==> src/rtl/page_framebuffer_bitmap_blit_core_defines.svh <==
// Assertion macros used by the framebuffer blit controller.
`ifndef PAGE_FRAMEBUFFER_BITMAP_BLIT_CORE_DEFINES_SVH
`define PAGE_FRAMEBUFFER_BITMAP_BLIT_CORE_DEFINES_SVH

`ifndef SYNTHESIS
// Property must hold at every clock edge outside reset.
`define PFB_ASSERT(lbl, clk, rst_n, prop) \
  lbl: assert property (@(posedge clk) disable iff (!rst_n) (prop)) \
    else $error("pfb_blit assertion failed");
// Condition must never be true outside reset.
`define PFB_ASSERT_NEVER(lbl, clk, rst_n, cond) \
  `PFB_ASSERT(lbl, clk, rst_n, !(cond))
`else
`define PFB_ASSERT(lbl, clk, rst_n, prop)
`define PFB_ASSERT_NEVER(lbl, clk, rst_n, cond)
`endif

`endif

==> src/rtl/pfb_blit_pkg.sv <==
// Types, constants and request codes for the framebuffer blit block.
package pfb_blit_pkg;

  localparam int unsigned DISPLAY_COLUMNS  = 128;
  localparam int unsigned MAX_DISPLAY_ROWS = 64;
  localparam int unsigned STORE_DEPTH      = 1024;
  localparam int unsigned STORE_AW         = $clog2(STORE_DEPTH);
  localparam int unsigned ROWS_W           = 7;
  localparam logic [ROWS_W-1:0] ROWS_RESET = 7'd64;

  typedef enum logic [1:0] {
    REQ_DRAW  = 2'd0,
    REQ_CLEAR = 2'd1,
    REQ_READ  = 2'd2,
    REQ_RSVD  = 2'd3
  } req_type_e;

  typedef struct packed {
    logic [1:0]          req_type;
    logic [7:0]          bmp_bits;
    logic [7:0]          bmp_width;
    logic [7:0]          bmp_height;
    logic [7:0]          origin_x;
    logic [7:0]          origin_y;
    logic [7:0]          src_row;
    logic [4:0]          bmp_byte_idx;
    logic [STORE_AW-1:0] read_addr;
  } blit_req_t;

  typedef struct packed {
    logic       ok;
    logic [3:0] pixels_written;
    logic [7:0] read_data;
  } blit_rsp_t;

  // Controller to datapath.
  typedef struct packed {
    logic                capture;
    logic                rd_en;
    logic                rd_item;
    logic [2:0]          k;
    logic                wb_en;
    logic                clr_en;
    logic [STORE_AW-1:0] clr_addr;
    logic                res_load;
  } blit_cmd_t;

  // Datapath to controller.
  typedef struct packed {
    logic [1:0] req_type;
    logic       size_ok;
    logic [3:0] pix_cnt;
  } blit_sts_t;

endpackage

==> src/rtl/pfb_blit_ctrl.sv <==
// Controller: sequences store clearing, pixel read-modify-write and results.
`include "page_framebuffer_bitmap_blit_core_defines.svh"
module pfb_blit_ctrl (
  input  logic                    clk_i,
  input  logic                    rst_ni,
  input  logic                    start,
  output logic                    busy,
  output logic                    done_o,
  input  pfb_blit_pkg::blit_sts_t sts_i,
  output pfb_blit_pkg::blit_cmd_t cmd_o
);
  import pfb_blit_pkg::*;

  typedef enum logic [2:0] {
    S_INIT,
    S_IDLE,
    S_DECODE,
    S_RMW,
    S_DRAIN,
    S_CLEAR,
    S_READ,
    S_RESP
  } state_e;

  state_e              state_q;
  logic [STORE_AW-1:0] cnt_q;
  logic [2:0]          k_q;
  logic                done_q;

  always_ff @(posedge clk_i or negedge rst_ni) begin
    if (!rst_ni) begin
      state_q <= S_INIT;
      cnt_q   <= '0;
      k_q     <= '0;
      done_q  <= 1'b0;
    end else begin
      done_q <= 1'b0;
      case (state_q)
        S_INIT: begin
          cnt_q <= cnt_q + 1'b1;
          if (&cnt_q) state_q <= S_IDLE;
        end
        S_IDLE: begin
          if (start) state_q <= S_DECODE;
        end
        S_DECODE: begin
          case (sts_i.req_type)
            REQ_DRAW: begin
              k_q <= '0;
              if (sts_i.size_ok && (sts_i.pix_cnt != 4'd0)) begin
                state_q <= S_RMW;
              end else begin
                state_q <= S_RESP;
              end
            end
            REQ_CLEAR: begin
              cnt_q   <= '0;
              state_q <= S_CLEAR;
            end
            REQ_READ: state_q <= S_READ;
            default:  state_q <= S_RESP;
          endcase
        end
        S_RMW: begin
          k_q <= k_q + 1'b1;
          if ((4'(k_q) + 4'd1) == sts_i.pix_cnt) state_q <= S_DRAIN;
        end
        S_DRAIN: state_q <= S_RESP;
        S_CLEAR: begin
          cnt_q <= cnt_q + 1'b1;
          if (&cnt_q) state_q <= S_RESP;
        end
        S_READ: state_q <= S_RESP;
        S_RESP: begin
          done_q  <= 1'b1;
          state_q <= S_IDLE;
        end
        default: state_q <= S_IDLE;
      endcase
    end
  end

  always_comb begin
    cmd_o          = '0;
    cmd_o.capture  = (state_q == S_IDLE) && start;
    // Issue a pixel read each cycle; write back the previous one behind it.
    cmd_o.rd_en    = (state_q == S_RMW)
                   || ((state_q == S_DECODE) && (sts_i.req_type == REQ_READ));
    cmd_o.rd_item  = (state_q == S_DECODE);
    cmd_o.k        = k_q;
    cmd_o.wb_en    = ((state_q == S_RMW) && (k_q != 3'd0)) || (state_q == S_DRAIN);
    cmd_o.clr_en   = (state_q == S_INIT) || (state_q == S_CLEAR);
    cmd_o.clr_addr = cnt_q;
    cmd_o.res_load = (state_q == S_RESP);
  end

  assign busy   = (state_q != S_IDLE);
  assign done_o = done_q;

  `PFB_ASSERT(a_wb_after_rd, clk_i, rst_ni, cmd_o.wb_en |-> $past(cmd_o.rd_en))
  `PFB_ASSERT(a_k_in_range, clk_i, rst_ni, (state_q == S_RMW) |-> (4'(k_q) < sts_i.pix_cnt))
  `PFB_ASSERT(a_done_after_resp, clk_i, rst_ni, done_o |-> $past(state_q == S_RESP))
  `PFB_ASSERT_NEVER(a_clr_rd_overlap, clk_i, rst_ni, cmd_o.clr_en && cmd_o.rd_en)

endmodule

==> config.mk <==
export PLATFORM = sky130hd
export DESIGN_NAME = pfb_blit_ctrl
export DESIGN_NICKNAME = d
export VERILOG_FILES = /design/src/rtl/pfb_blit_pkg.sv /design/src/rtl/pfb_blit_ctrl.sv
export VERILOG_INCLUDE_DIRS = /design/src /design/src/rtl
export SDC_FILE = /design/constraint.sdc
export NUM_CORES = 1
export LEC_CHECK = 0
export BUFFER_PORTS_ARGS = -buffer_cell sky130_fd_sc_hd__buf_2
export CORE_ASPECT_RATIO = 1.75
export CORE_MARGIN = 3
export CORE_UTILIZATION = 46
export CTS_CLUSTER_DIAMETER = 30
export DETAILED_ROUTE_END_ITERATION = 10
export PLACE_DENSITY_LB_ADDON = 0.15
export SLEW_MARGIN = 20
export SYNTH_ARGS = -nofsm -noshare
export SYNTH_HDL_FRONTEND = slang
export SYNTH_SLANG_ARGS = --single-unit
==> constraint.sdc <==
create_clock -name clk_i -period 1.5 [get_ports clk_i]
set_input_delay 0.225 -clock clk_i [delete_from_list [all_inputs] [get_ports clk_i]]
set_output_delay 0.225 -clock clk_i [all_outputs]
set_load 0.01 [all_outputs]
---- Word level (Yosys, flattened, before mapping) ----
Cells that the tools add are included.
word-level totals
  register bits ........................... 17
  bits of input ports ..................... 10
  word-level logic and storage cells ...... 55
cells by class
  add/subtract/negate cells ............... 3
  eq/ne operators ......................... 17
  multiplexer cells ....................... 12
  reduce and logical (&&, ||, !) cells .... 19
operators with widths
  operator                                                         count
  3-bit one-hot mux with 7 select lines                            1
  10-bit one-hot mux with 2 select lines                           1
  3-bit two-way mux                                                6
  3-bit == test, second input constant                             4
  10-bit by 1-bit adder with 10-bit output, second input constant  1
  10-bit two-way mux                                               1
  10-bit AND reduction                                             1
  3-bit one-hot mux with 3 select lines                            1
  2-bit != test, second input constant                             4
  3-bit by 2-bit == test with 1-bit output, second input constant  2
  3-bit one-hot mux with 2 select lines                            1
  3-bit by 1-bit adder with 4-bit output, second input constant    1
  4-bit == test                                                    1
  1-bit logical AND                                                4
  2-bit by 1-bit != test with 1-bit output, second input constant  2
  2-bit AND reduction                                              2
  4-bit AND reduction                                              1
  2-bit nonzero test                                               2
  4-bit nonzero test                                               1
  2-bit OR reduction                                               2
  3-bit by 1-bit adder with 3-bit output, second input constant    1
  3-bit by 1-bit == test with 1-bit output, second input constant  1
  3-bit logical NOT                                                1
  1-bit logical OR                                                 3
  6 further kinds                                                  6

---- Logic depth before layout (Yosys ltp) ----
Gate-level depths: netlist of the first run.
  depth in word-level cells ............... 5
  depth in mapped cells ................... 6
  gate-level depth less buffers ........... 6

---- Least setup slack after synthesis of the first run ----
Ideal clock, no wire load.
  path kind ............................... register to register
  start point ............................. reg state_q[2]
  end point ............................... reg cnt_q[9]
  arrival time ............................ 1.577 ns
  data required time ...................... 1.375 ns
  slack ................................... -0.202 ns
  cell stages (with the launch flop) ...... 7
  period minus slack after synthesis ...... 1.702 ns
  cell sequence ........................... dfrtp_1 clkbuf_1 nor3b_1 and2_1 buf_2 nor2b_1 mux2_2
RTL lines
  item                    RTL line             RTL
  start, declared         pfb_blit_ctrl.sv:25  state_e state_q;
  start signal, assigned  pfb_blit_ctrl.sv:32  state_q <= S_INIT;
  start signal, assigned  pfb_blit_ctrl.sv:41  if (&cnt_q) state_q <= S_IDLE;
  start signal, assigned  pfb_blit_ctrl.sv:44  if (start) state_q <= S_DECODE;
  end signal, assigned    pfb_blit_ctrl.sv:40  cnt_q <= cnt_q + 1'b1;
  end signal, assigned    pfb_blit_ctrl.sv:70  cnt_q <= cnt_q + 1'b1;
  end, declared           pfb_blit_ctrl.sv:26  logic [STORE_AW-1:0] cnt_q;

==> results of run 1 <==
cells in the mapped netlist, drive strengths merged:
library cell | instances | area [um2]
o31ai | 5 | 37.5
o21ai | 7 | 35.0
or4 | 3 | 22.5
xnor2 | 3 | 26.3
and2 | 1 | 6.26
o311ai | 1 | 8.76
nor3b | 3 | 22.5
buf | 3 | 27.5
nor4 | 1 | 6.26
nor2 | 9 | 33.8
clkbuf | 3 | 11.3
a31oi | 2 | 12.5
xor2 | 3 | 33.8
a21oi | 9 | 45.0
nand2b | 1 | 6.26
xor3 | 1 | 23.8
nand2 | 9 | 33.8
ha | 7 | 87.6
nor2b | 4 | 25.0
a22o | 1 | 8.76
o32ai | 1 | 8.76
o41ai | 1 | 8.76
a32o | 1 | 10.0
a211o | 1 | 8.76
mux2 | 1 | 11.3
a2bb2oi | 1 | 15.0
or2 | 2 | 12.5
nor3 | 3 | 15.0
or3 | 2 | 12.5
a31o | 1 | 8.76
dfrtp | 17 | 425
nor4b | 1 | 8.76
nand3 | 6 | 30.0
inv | 9 | 33.8
nand4 | 1 | 6.26
and3 | 1 | 6.26
registers in the layout (all words and copies together), names as in the netlist:
signal   flops
cnt_q       10
k_q          3
state_q      3
done_o       1
path summary, 6_finish.rpt:
path                            startpoint    endpoint  slack (ns)  cells past startpoint
worst max-delay path            state_q[0]   cmd_o[11]       -0.11                      4
worst min-delay path              sts_i[4]  state_q[2]        0.35                      4
worst max register to register  state_q[0]    cnt_q[8]       -0.10                      5
worst min register to register    cnt_q[7]    cnt_q[7]        0.61                      2
max in group asynchronous           rst_ni  state_q[0]        0.76                      2
min in group asynchronous           rst_ni    cnt_q[8]        0.43                      2
critical path, cell delays in order, from the launching register on:
cell and delay [ns]:
dfrtp_2 0.48, xor2_4 0.22, or2_4 0.28, inv_4 0.06, buf_6 0.09
cell usage in the layout (no fill, tap or decap), types with 2 or more instances in the layout:
cell type and n:
ha_1 4, nand3_2 2, nor2_1 5, or4_4 2, a2bb2oi_4 2, inv_1 4
nor2_2 2, dfrtp_1 13, a21oi_1 5, ha_2 2, buf_4 25, nor2b_1 3
xor2_2 2, clkbuf_8 3, inv_2 4, nor3_2 2, xnor2_1 2, or3_1 2
nand2_1 8, o31ai_1 5, nor2_4 2, a21oi_2 3, buf_2 27, o21ai_1 4
a31oi_1 2, dfrtp_2 4, buf_6 14, nand3_1 4, o21ai_0 3
power groups by stage:
stage	logic [W]	registers (W)	clock network (W)
after floorplan	0.00114	0.00100	0
after global placement	0.00198	0.000913	0
after detailed placement	0.00204	0.000925	0
after CTS	0.00253	0.000923	0.000366
after global routing	0.00353	0.000981	0.000383
final	0.00331	0.000946	0.000359
routing by layer:
layer  part of all wire  vias to the layer above  wire length [um]
li1                   -                      584                 -
met1               0.34                      646              1350
met5                  0                        -                 0
met4              0.052                        0               202
met3              0.036                       21               139
met2               0.57                       51              2220
cell families after synthesis:
kind of cell,Yosys count,share of synthesized area
AO/OA/AOI/OAI,31,0.183
XOR/XNOR,7,0.0738
adder cells (fa/ha/maj),7,0.0771
buffers and inverters,15,0.0639
flip-flops,17,0.374
multiplexers,1,0.00991
AND/OR/NAND/NOR,47,0.218
metrics by stage:
stage / hold slack (ns) / area [um2] / power [W]
global route: 0.357 / 1900 / 0.00490
CTS: 0.340 / 1680 / 0.00382
global placement: 0.168 / 1440 / 0.00290
detailed placement: 0.175 / 1440 / 0.00296
floorplan: -0.0706 / 1170 / 0.00214
finish: 0.345 / 1900 / 0.00462
final cells by class:
class,instances,area [um2],area share
flip-flops and latches,17,430,0.226
inverters,9,36.3,0.0191
repair buffers,67,490,0.258
multi-input cells,94,865,0.455
clock buffers,3,41.3,0.0217
well taps,25,31.3,0.0164
clock inverters,1,7.51,0.00395
timing repair:
item / in CTS / in global routing
hold endpoints to repair: 17 / 0
cloned: 0 / 1
gates resized for setup: 27 / 37
endpoints found under the setup margin: 15 / 18
pin swaps: 8 / 15
setup buffers: 12 / 8
hold buffers: 1 / 0
==> results_dict.tcl, run 1 <==
set metrics [dict create \
    clk_latency_ns 0.25 \
    areaGrowthSynthToFinish_pct 67.4 \
    overflow 0 \
    antenna_found_initial 0 \
    grt_use_met3 0.0276 \
    dieArea_mm2 0.00313 \
    cp-start-kind "flip-flop" \
    initial_utilization 0.487 \
    worst_pin_slew_ns 0.480 \
    drt_first_pass_iters 4 \
    viasPerCell 6.03 \
    hold_class "in -> reg" \
    crit_fanout 4 \
    dp_hpwl_um 2430 \
    finalHoldViolations 0 \
    core_mm2 0.00233 \
    net-switching-power_w 0.00200 \
    use_met1 0.254 \
    die_w_um 43.6 \
    slew_headroom 0.676 \
    finalWirelength_um 3900 \
    end_kind "primary output" \
    dpl.cell_count 192 \
    vdd_drop_max_mv 1.48 \
    pwr-share-seq 0.205 \
    num_antenna_cells 0 \
    drc 0 \
    die_y_um 71.7 \
    ys_ff_latch 17 \
    cap_violations 0 \
    drive_above_1_share 0.602 \
    fin_skew_ns 0.00140 \
    htreeDepth 1 \
    syn_nets 142 \
    maxSlewViolCount 0 \
    timing.final.crit_period_ns 1.61 \
    period_share 1.08 \
    layout.nets 209 \
    ys_types 38 \
    clockBufferDepth 2 \
    postLayoutCoreUtil 0.816 \
    via_count 1302 \
    grt_pass1_wl_um 5790 \
    setup_viol 13 \
    synth.avg_cell_area_um2 9.09 \
    synth_area_mm2 0.00114 \
    fin_cells 216 \
    p_leak_nw 0.869 \
    required_ns 1.27 \
    io_pins 31 \
    io_buffer_count 30 \
    rows 23 \
    outcome "finished, violations left" \
    cts_buffers 3 \
    rsz0062_at_grt "yes" \
    intPower_w 0.00262 \
    top_usage_layer "met2" \
    layout_setup_ws_ns -0.114 \
    cts.clk_slew.worst_paths_ns 0.07 \
    max_freq_mhz 619 \
    grt_max_degree 18 \
    worstSetupPathType "reg -> out" \
    post-place-ws_ns -0.0865 \
    netlist_instances 125 \
    fillers 141 \
    clkPwrFrac 0.078 \
    violations "setup timing" \
    final_antenna_net_count 0 \
    yosysSeqAreaShare 0.374 \
    swShare 0.433 \
    crit_arrival_ns 1.39 \
    yosys_warnings 0 \
    track_usage 0.242 \
    clockRootBuffer "clkbuf_8" \
    post_drt_wl_per_cell_um 18.1 \
    setup-tns-final_ns -0.864 \
    cts_tree "yes" \
    drtIter0Drc 36 \
    p_comb_frac 0.717 \
    cts_sinks 17 \
    globalRouteMet2Util 0.445 \
    powerDensity_mw_per_mm2 2430 \
    gp_congestion 0.846 \
    grt_pass1_vias 1267 \
]
Note: power is estimated with default switching activity, not from simulation.
==> run 2, diff against run 1 <==
==> constraint.sdc (replaced) <==
create_clock -name clk_i -period 1.5 [get_ports clk_i]
set_input_delay 0.075 -clock clk_i [delete_from_list [all_inputs] [get_ports clk_i]]
set_output_delay 0.075 -clock clk_i [all_outputs]
set_load 0.01 [all_outputs]
==> run 2 against run 1 <==
Compared with the run above: the run still ends with setup timing left; highest routed layer unchanged; non-clock buffer count is 10 lower; critical path depth stayed put; routed wire length is 20% lower; via count is 12% lower; sequential share of layout area is 3.6 points higher; hold slack worse by 0.16 ns; clock power is 3% lower.
==> results_dict.tcl, run 2 (synthesized netlist as in run 1, its figures left out) <==
set metrics [dict create \
    worst_pin_slew_ns 0.415 \
    cts.clk_slew.worst_paths_ns 0.07 \
    hold_start "sts_i[4]" \
    die_w_um 43.6 \
    net-switching-power_w 0.00161 \
    areaGrowthSynthToFinish_pct 44.4 \
    slew_headroom 0.720 \
    path_cells "xor2_4 > a2bb2oi_4 > or4_4 > a21oi_2" \
    p_comb_frac 0.656 \
    cts_tree "yes" \
    r2r_start "state_q[2]" \
    required_ns 1.68 \
    period_share 1.04 \
    die_y_um 71.7 \
    track_usage 0.205 \
    cpMaxStageDelayCell "or4_4" \
    dpl.cell_count 192 \
    cts_buffers 3 \
    layout.nets 198 \
    fillers 180 \
    post_drt_wl_per_cell_um 15.3 \
    drive_above_1_share 0.483 \
    final_antenna_net_count 0 \
    drtIter0Drc 13 \
    reg2reg_depth 4 \
    fin_cells 205 \
    initial_utilization 0.487 \
    reg2reg_slack_ns -0.05 \
    antenna_found_initial 0 \
    clk_latency_ns 0.25 \
    reg_top3 "cnt_q x10, k_q x3, state_q x3" \
    pwr-share-seq 0.250 \
    finalHoldViolations 0 \
    cap_violations 0 \
    cp-startpoint "state_q[2]" \
    layout_setup_ws_ns -0.0549 \
    hold_end "state_q[2]" \
    grt_pass1_vias 1159 \
    violations "setup timing" \
    cp-start-kind "flip-flop" \
    clockBufferDepth 2 \
    io_pins 31 \
    rows 23 \
    dp_hpwl_um 2380 \
    dieArea_mm2 0.00313 \
    gp_congestion 0.809 \
    layout_common_cells "buf_2, buf_4, dfrtp_1" \
    p_leak_nw 0.770 \
    max_freq_mhz 643 \
    grt_pass1_wl_um 4990 \
    drt_first_pass_iters 4 \
    vdd_drop_max_mv 1.28 \
    holdPathStages 4 \
    drc 0 \
    crit_buf_inv 0 \
    crit_arrival_ns 1.74 \
    setup_viol 6 \
    largest_reg_flops 10 \
    final_common_cell "buf_2" \
    worstSetupPathType "reg -> reg" \
    core_mm2 0.00233 \
    cpPeakStageDelay_ns 0.52 \
    postLayoutCoreUtil 0.704 \
    fin_skew_ns 0.00532 \
    cts_sinks 17 \
    grt_max_degree 18 \
    finalWirelength_um 3140 \
    htreeDepth 1 \
    end_kind "flip-flop" \
    crit_fanout 8 \
    r2r-end "cnt_q[5]" \
    swShare 0.432 \
    powerDensity_mw_per_mm2 2270 \
    viasPerCell 5.57 \
    timing.final.crit_period_ns 1.55 \
    outcome "finished, violations left" \
    overflow 0 \
    rsz0062_at_grt "yes" \
    hold_class "in -> reg" \
    regMostFlops "cnt_q" \
    cp_top_family "simple AND/OR/NAND/NOR gates" \
    via_count 1142 \
    clockRootBuffer "clkbuf_8" \
    num_antenna_cells 0 \
    maxSlewViolCount 0 \
    io_buffer_count 30 \
    intPower_w 0.00212 \
    clkPwrFrac 0.093 \
]
run 2: power groups by stage:
stage          logic [W]  clock network, W  registers, W
2_1_floorplan    0.00114                 0       0.00100
3_3_place_gp     0.00199                 0      0.000909
3_5_place_dp     0.00204                 0      0.000924
4_1_cts          0.00231          0.000350      0.000920
5_1_grt          0.00267          0.000367      0.000962
6_report         0.00245          0.000348      0.000934
run 2: tightest hold or removal path, cell delays in order:
cell and delay [ns]:
buf_2 0.08, o41ai_1 0.07, nand3_1 0.08, a31oi_1 0.08
run 2: stage by stage:
stage / setup TNS [ns] / cell area (um2) / hold WS, ns / setup slack [ns] / power [W]
global route: -0.837 / 1640 / 0.210 / -0.130 / 0.00400
global placement: -0.153 / 1440 / 0.0174 / -0.0482 / 0.00290
finish: -0.163 / 1640 / 0.181 / -0.0549 / 0.00373
floorplan: -0.182 / 1170 / -0.221 / -0.0887 / 0.00214
detailed placement: -0.349 / 1440 / 0.0291 / -0.0916 / 0.00296
CTS: -0.241 / 1570 / 0.180 / -0.0604 / 0.00358
run 2: worst max-delay path by stage:
stage,endpoint,slack (ns),cells past startpoint
finish,cnt_q[5],-0.05,4
global route,cnt_q[5],-0.13,4
CTS,cnt_q[5],-0.06,4
detailed placement,cnt_q[5],-0.09,4
global placement,cnt_q[5],-0.05,4
floorplan,cnt_q[7],-0.09,6
run 2: what timing repair did:
item                                    CTS  global route
pin swaps                                 8             6
gates resized for setup                  14            12
hold buffers                              1             0
setup buffers                             4             4
hold endpoints to repair                 17             0
endpoints found under the setup margin   10            14
run 2: metal layers:
layer	wire, um	track usage
met1	1180	0.200
met2	1780	0.403
met3	131	0.0327
met4	43	0.0738
met5	0	0
run 2: cell type report:
cell class / count / area [um2] / share of cell area
clock buffer: 3 / 41.3 / 0.0252
clock inverter: 1 / 5.00 / 0.00305
inverter: 9 / 36.3 / 0.0221
multi-input combinational: 93 / 731 / 0.445
sequential: 17 / 430 / 0.262
tap: 25 / 31.3 / 0.0191
timing repair buffer: 57 / 365 / 0.223
==> run 3, diff against run 2 <==
--- a/config.mk
+++ b/config.mk
@@ -12,7 +12,7 @@
 export CORE_UTILIZATION = 46
 export CTS_CLUSTER_DIAMETER = 30
 export DETAILED_ROUTE_END_ITERATION = 10
-export PLACE_DENSITY_LB_ADDON = 0.15
+export PLACE_DENSITY = 0.82
 export SLEW_MARGIN = 20
 export SYNTH_ARGS = -nofsm -noshare
 export SYNTH_HDL_FRONTEND = slang
==> run 3 against run 2 <==
Compared with the run above: the run still ends with setup timing left; count of clock-buffer cells in the layout up 1; global-route usage down 1.4 points; maximum frequency about the same; combinational power about the same; via count up 2.5%; critical path depth unchanged; setup slack better by 0.00074 ns; total power down 0.85%; critical endpoint unchanged.
==> results_dict.tcl, run 3 (synthesized netlist as in run 1, its figures left out) <==
set metrics [dict create \
    layout_common_cells "buf_2, buf_4, dfrtp_1" \
    layout_setup_ws_ns -0.0542 \
    track_usage 0.191 \
    die_y_um 71.7 \
    io_buffer_count 30 \
    post-place-ws_ns -0.0749 \
    fin_skew_ns 0.00377 \
    core_mm2 0.00233 \
    regMostFlops "cnt_q" \
    overflow 0 \
    worst_hold_slack_ns 0.150 \
    drive_above_1_share 0.458 \
    hold_class "in -> reg" \
    layout.nets 195 \
    initial_utilization 0.487 \
    period_share 1.04 \
    max_freq_mhz 643 \
    register_area_um2 430 \
    via_count 1170 \
    largest_reg_flops 10 \
    required_ns 1.68 \
    clockBufferDepth 2 \
    grt_pass1_wl_um 4700 \
    areaGrowthSynthToFinish_pct 43.4 \
    crit_arrival_ns 1.73 \
    cap_violations 0 \
    final_cell_area_mm2 0.00163 \
    antenna_found_initial 0 \
    end_kind "flip-flop" \
    post_drt_wl_per_cell_um 14.4 \
    cp-start-kind "flip-flop" \
    timing.final.crit_period_ns 1.55 \
    vdd_drop_max_mv 1.16 \
    rows 23 \
    io_pins 31 \
    drt_first_pass_iters 4 \
    viasPerCell 5.79 \
    dieArea_mm2 0.00313 \
    grt_max_degree 18 \
    worstSetupPathType "reg -> reg" \
    drtIter0Drc 25 \
    cts_tree "yes" \
    final_antenna_net_count 0 \
    dp_hpwl_um 2260 \
    setup_viol 7 \
    maxSlewViolCount 0 \
    rsz0062_at_grt "yes" \
    cts.clk_slew.worst_paths_ns 0.07 \
    final_common_cell "buf_2" \
    multi_input_area_um2 736 \
    violations "setup timing" \
    powerDensity_mw_per_mm2 2270 \
    htreeDepth 1 \
    p_leak_nw 0.757 \
    finalWirelength_um 2910 \
    crit_fanout 6 \
    die_w_um 43.6 \
    worst_pin_slew_ns 0.396 \
    outcome "finished, violations left" \
    fillers 180 \
    finalHoldViolations 0 \
    num_antenna_cells 0 \
    clockRootBuffer "clkbuf_8" \
    gp_congestion 0.827 \
    cts_buffers 3 \
    drc 0 \
    slew_headroom 0.736 \
    clk_latency_ns 0.25 \
    place_area_mm2 0.00144 \
    cts_sinks 17 \
    reg_top3 "cnt_q x10, k_q x3, state_q x3" \
    grt_pass1_vias 1168 \
    postLayoutCoreUtil 0.699 \
]
[run 3: cell type report]
class	count	area share
Sequential cell	17	0.264
Multi-Input combinational cell	93	0.452
Clock buffer	4	0.0276
Inverter	9	0.0223
Tap cell	25	0.0192
Timing Repair Buffer	54	0.215
[run 3: final timing paths]
| kind | start | to | slack [ns] | cells after the start |
|---|---|---|---|---|
| setup / recovery | state_q[2] | cnt_q[5] | -0.05 | 4 |
| hold / removal | sts_i[4] | state_q[2] | 0.15 | 4 |
| setup reg to reg | state_q[2] | cnt_q[5] | -0.05 | 4 |
| hold reg to reg | cnt_q[0] | cnt_q[0] | 0.60 | 2 |
| max in group asynchronous | rst_ni | k_q[0] | 0.91 | 2 |
| min in group asynchronous | rst_ni | cnt_q[7] | 0.29 | 2 |
[run 3: where the power goes]
| part | internal [W] | total, W | switching [W] |
|---|---|---|---|
| Clock | 0.000188 | 0.000336 | 0.000148 |
| Combinational | 0.00123 | 0.00243 | 0.00121 |
| Sequential | 0.000695 | 0.000928 | 0.000233 |
| Total | 0.00211 | 0.00370 | 0.00159 |
[run 3: critical path: stages (launching register included)]
cell and delay, ns:
dfrtp_2 0.45, xor2_4 0.20, a2bb2oi_4 0.17, or4_4 0.52
a21oi_2 0.14
[run 3: routing by layer]
metal / track usage / wire length [um] / vias to the layer above
li1: - / - / 554
met1: 0.177 / 1020 / 559
met2: 0.381 / 1660 / 47
met3: 0.0302 / 159 / 10
met4: 0.0772 / 70 / 0
met5: 0 / 0 / -
[run 3: what timing repair did]
item / CTS / global route
pin swaps: 3 / 7
hold buffers: 1 / 0
gates resized for setup: 15 / 12
setup buffers: 0 / 5
endpoints found under the hold margin: 17 / 0
setup endpoints to repair: 11 / 12
[run 3: per-stage QoR]
step	cells	TNS, ns	power, W
2_1_floorplan	125	-0.182	0.00214
3_3_place_gp	192	-0.0492	0.00286
3_5_place_dp	192	-0.273	0.00294
4_1_cts	197	-0.181	0.00347
5_1_grt	202	-0.778	0.00396
6_report	202	-0.190	0.00370
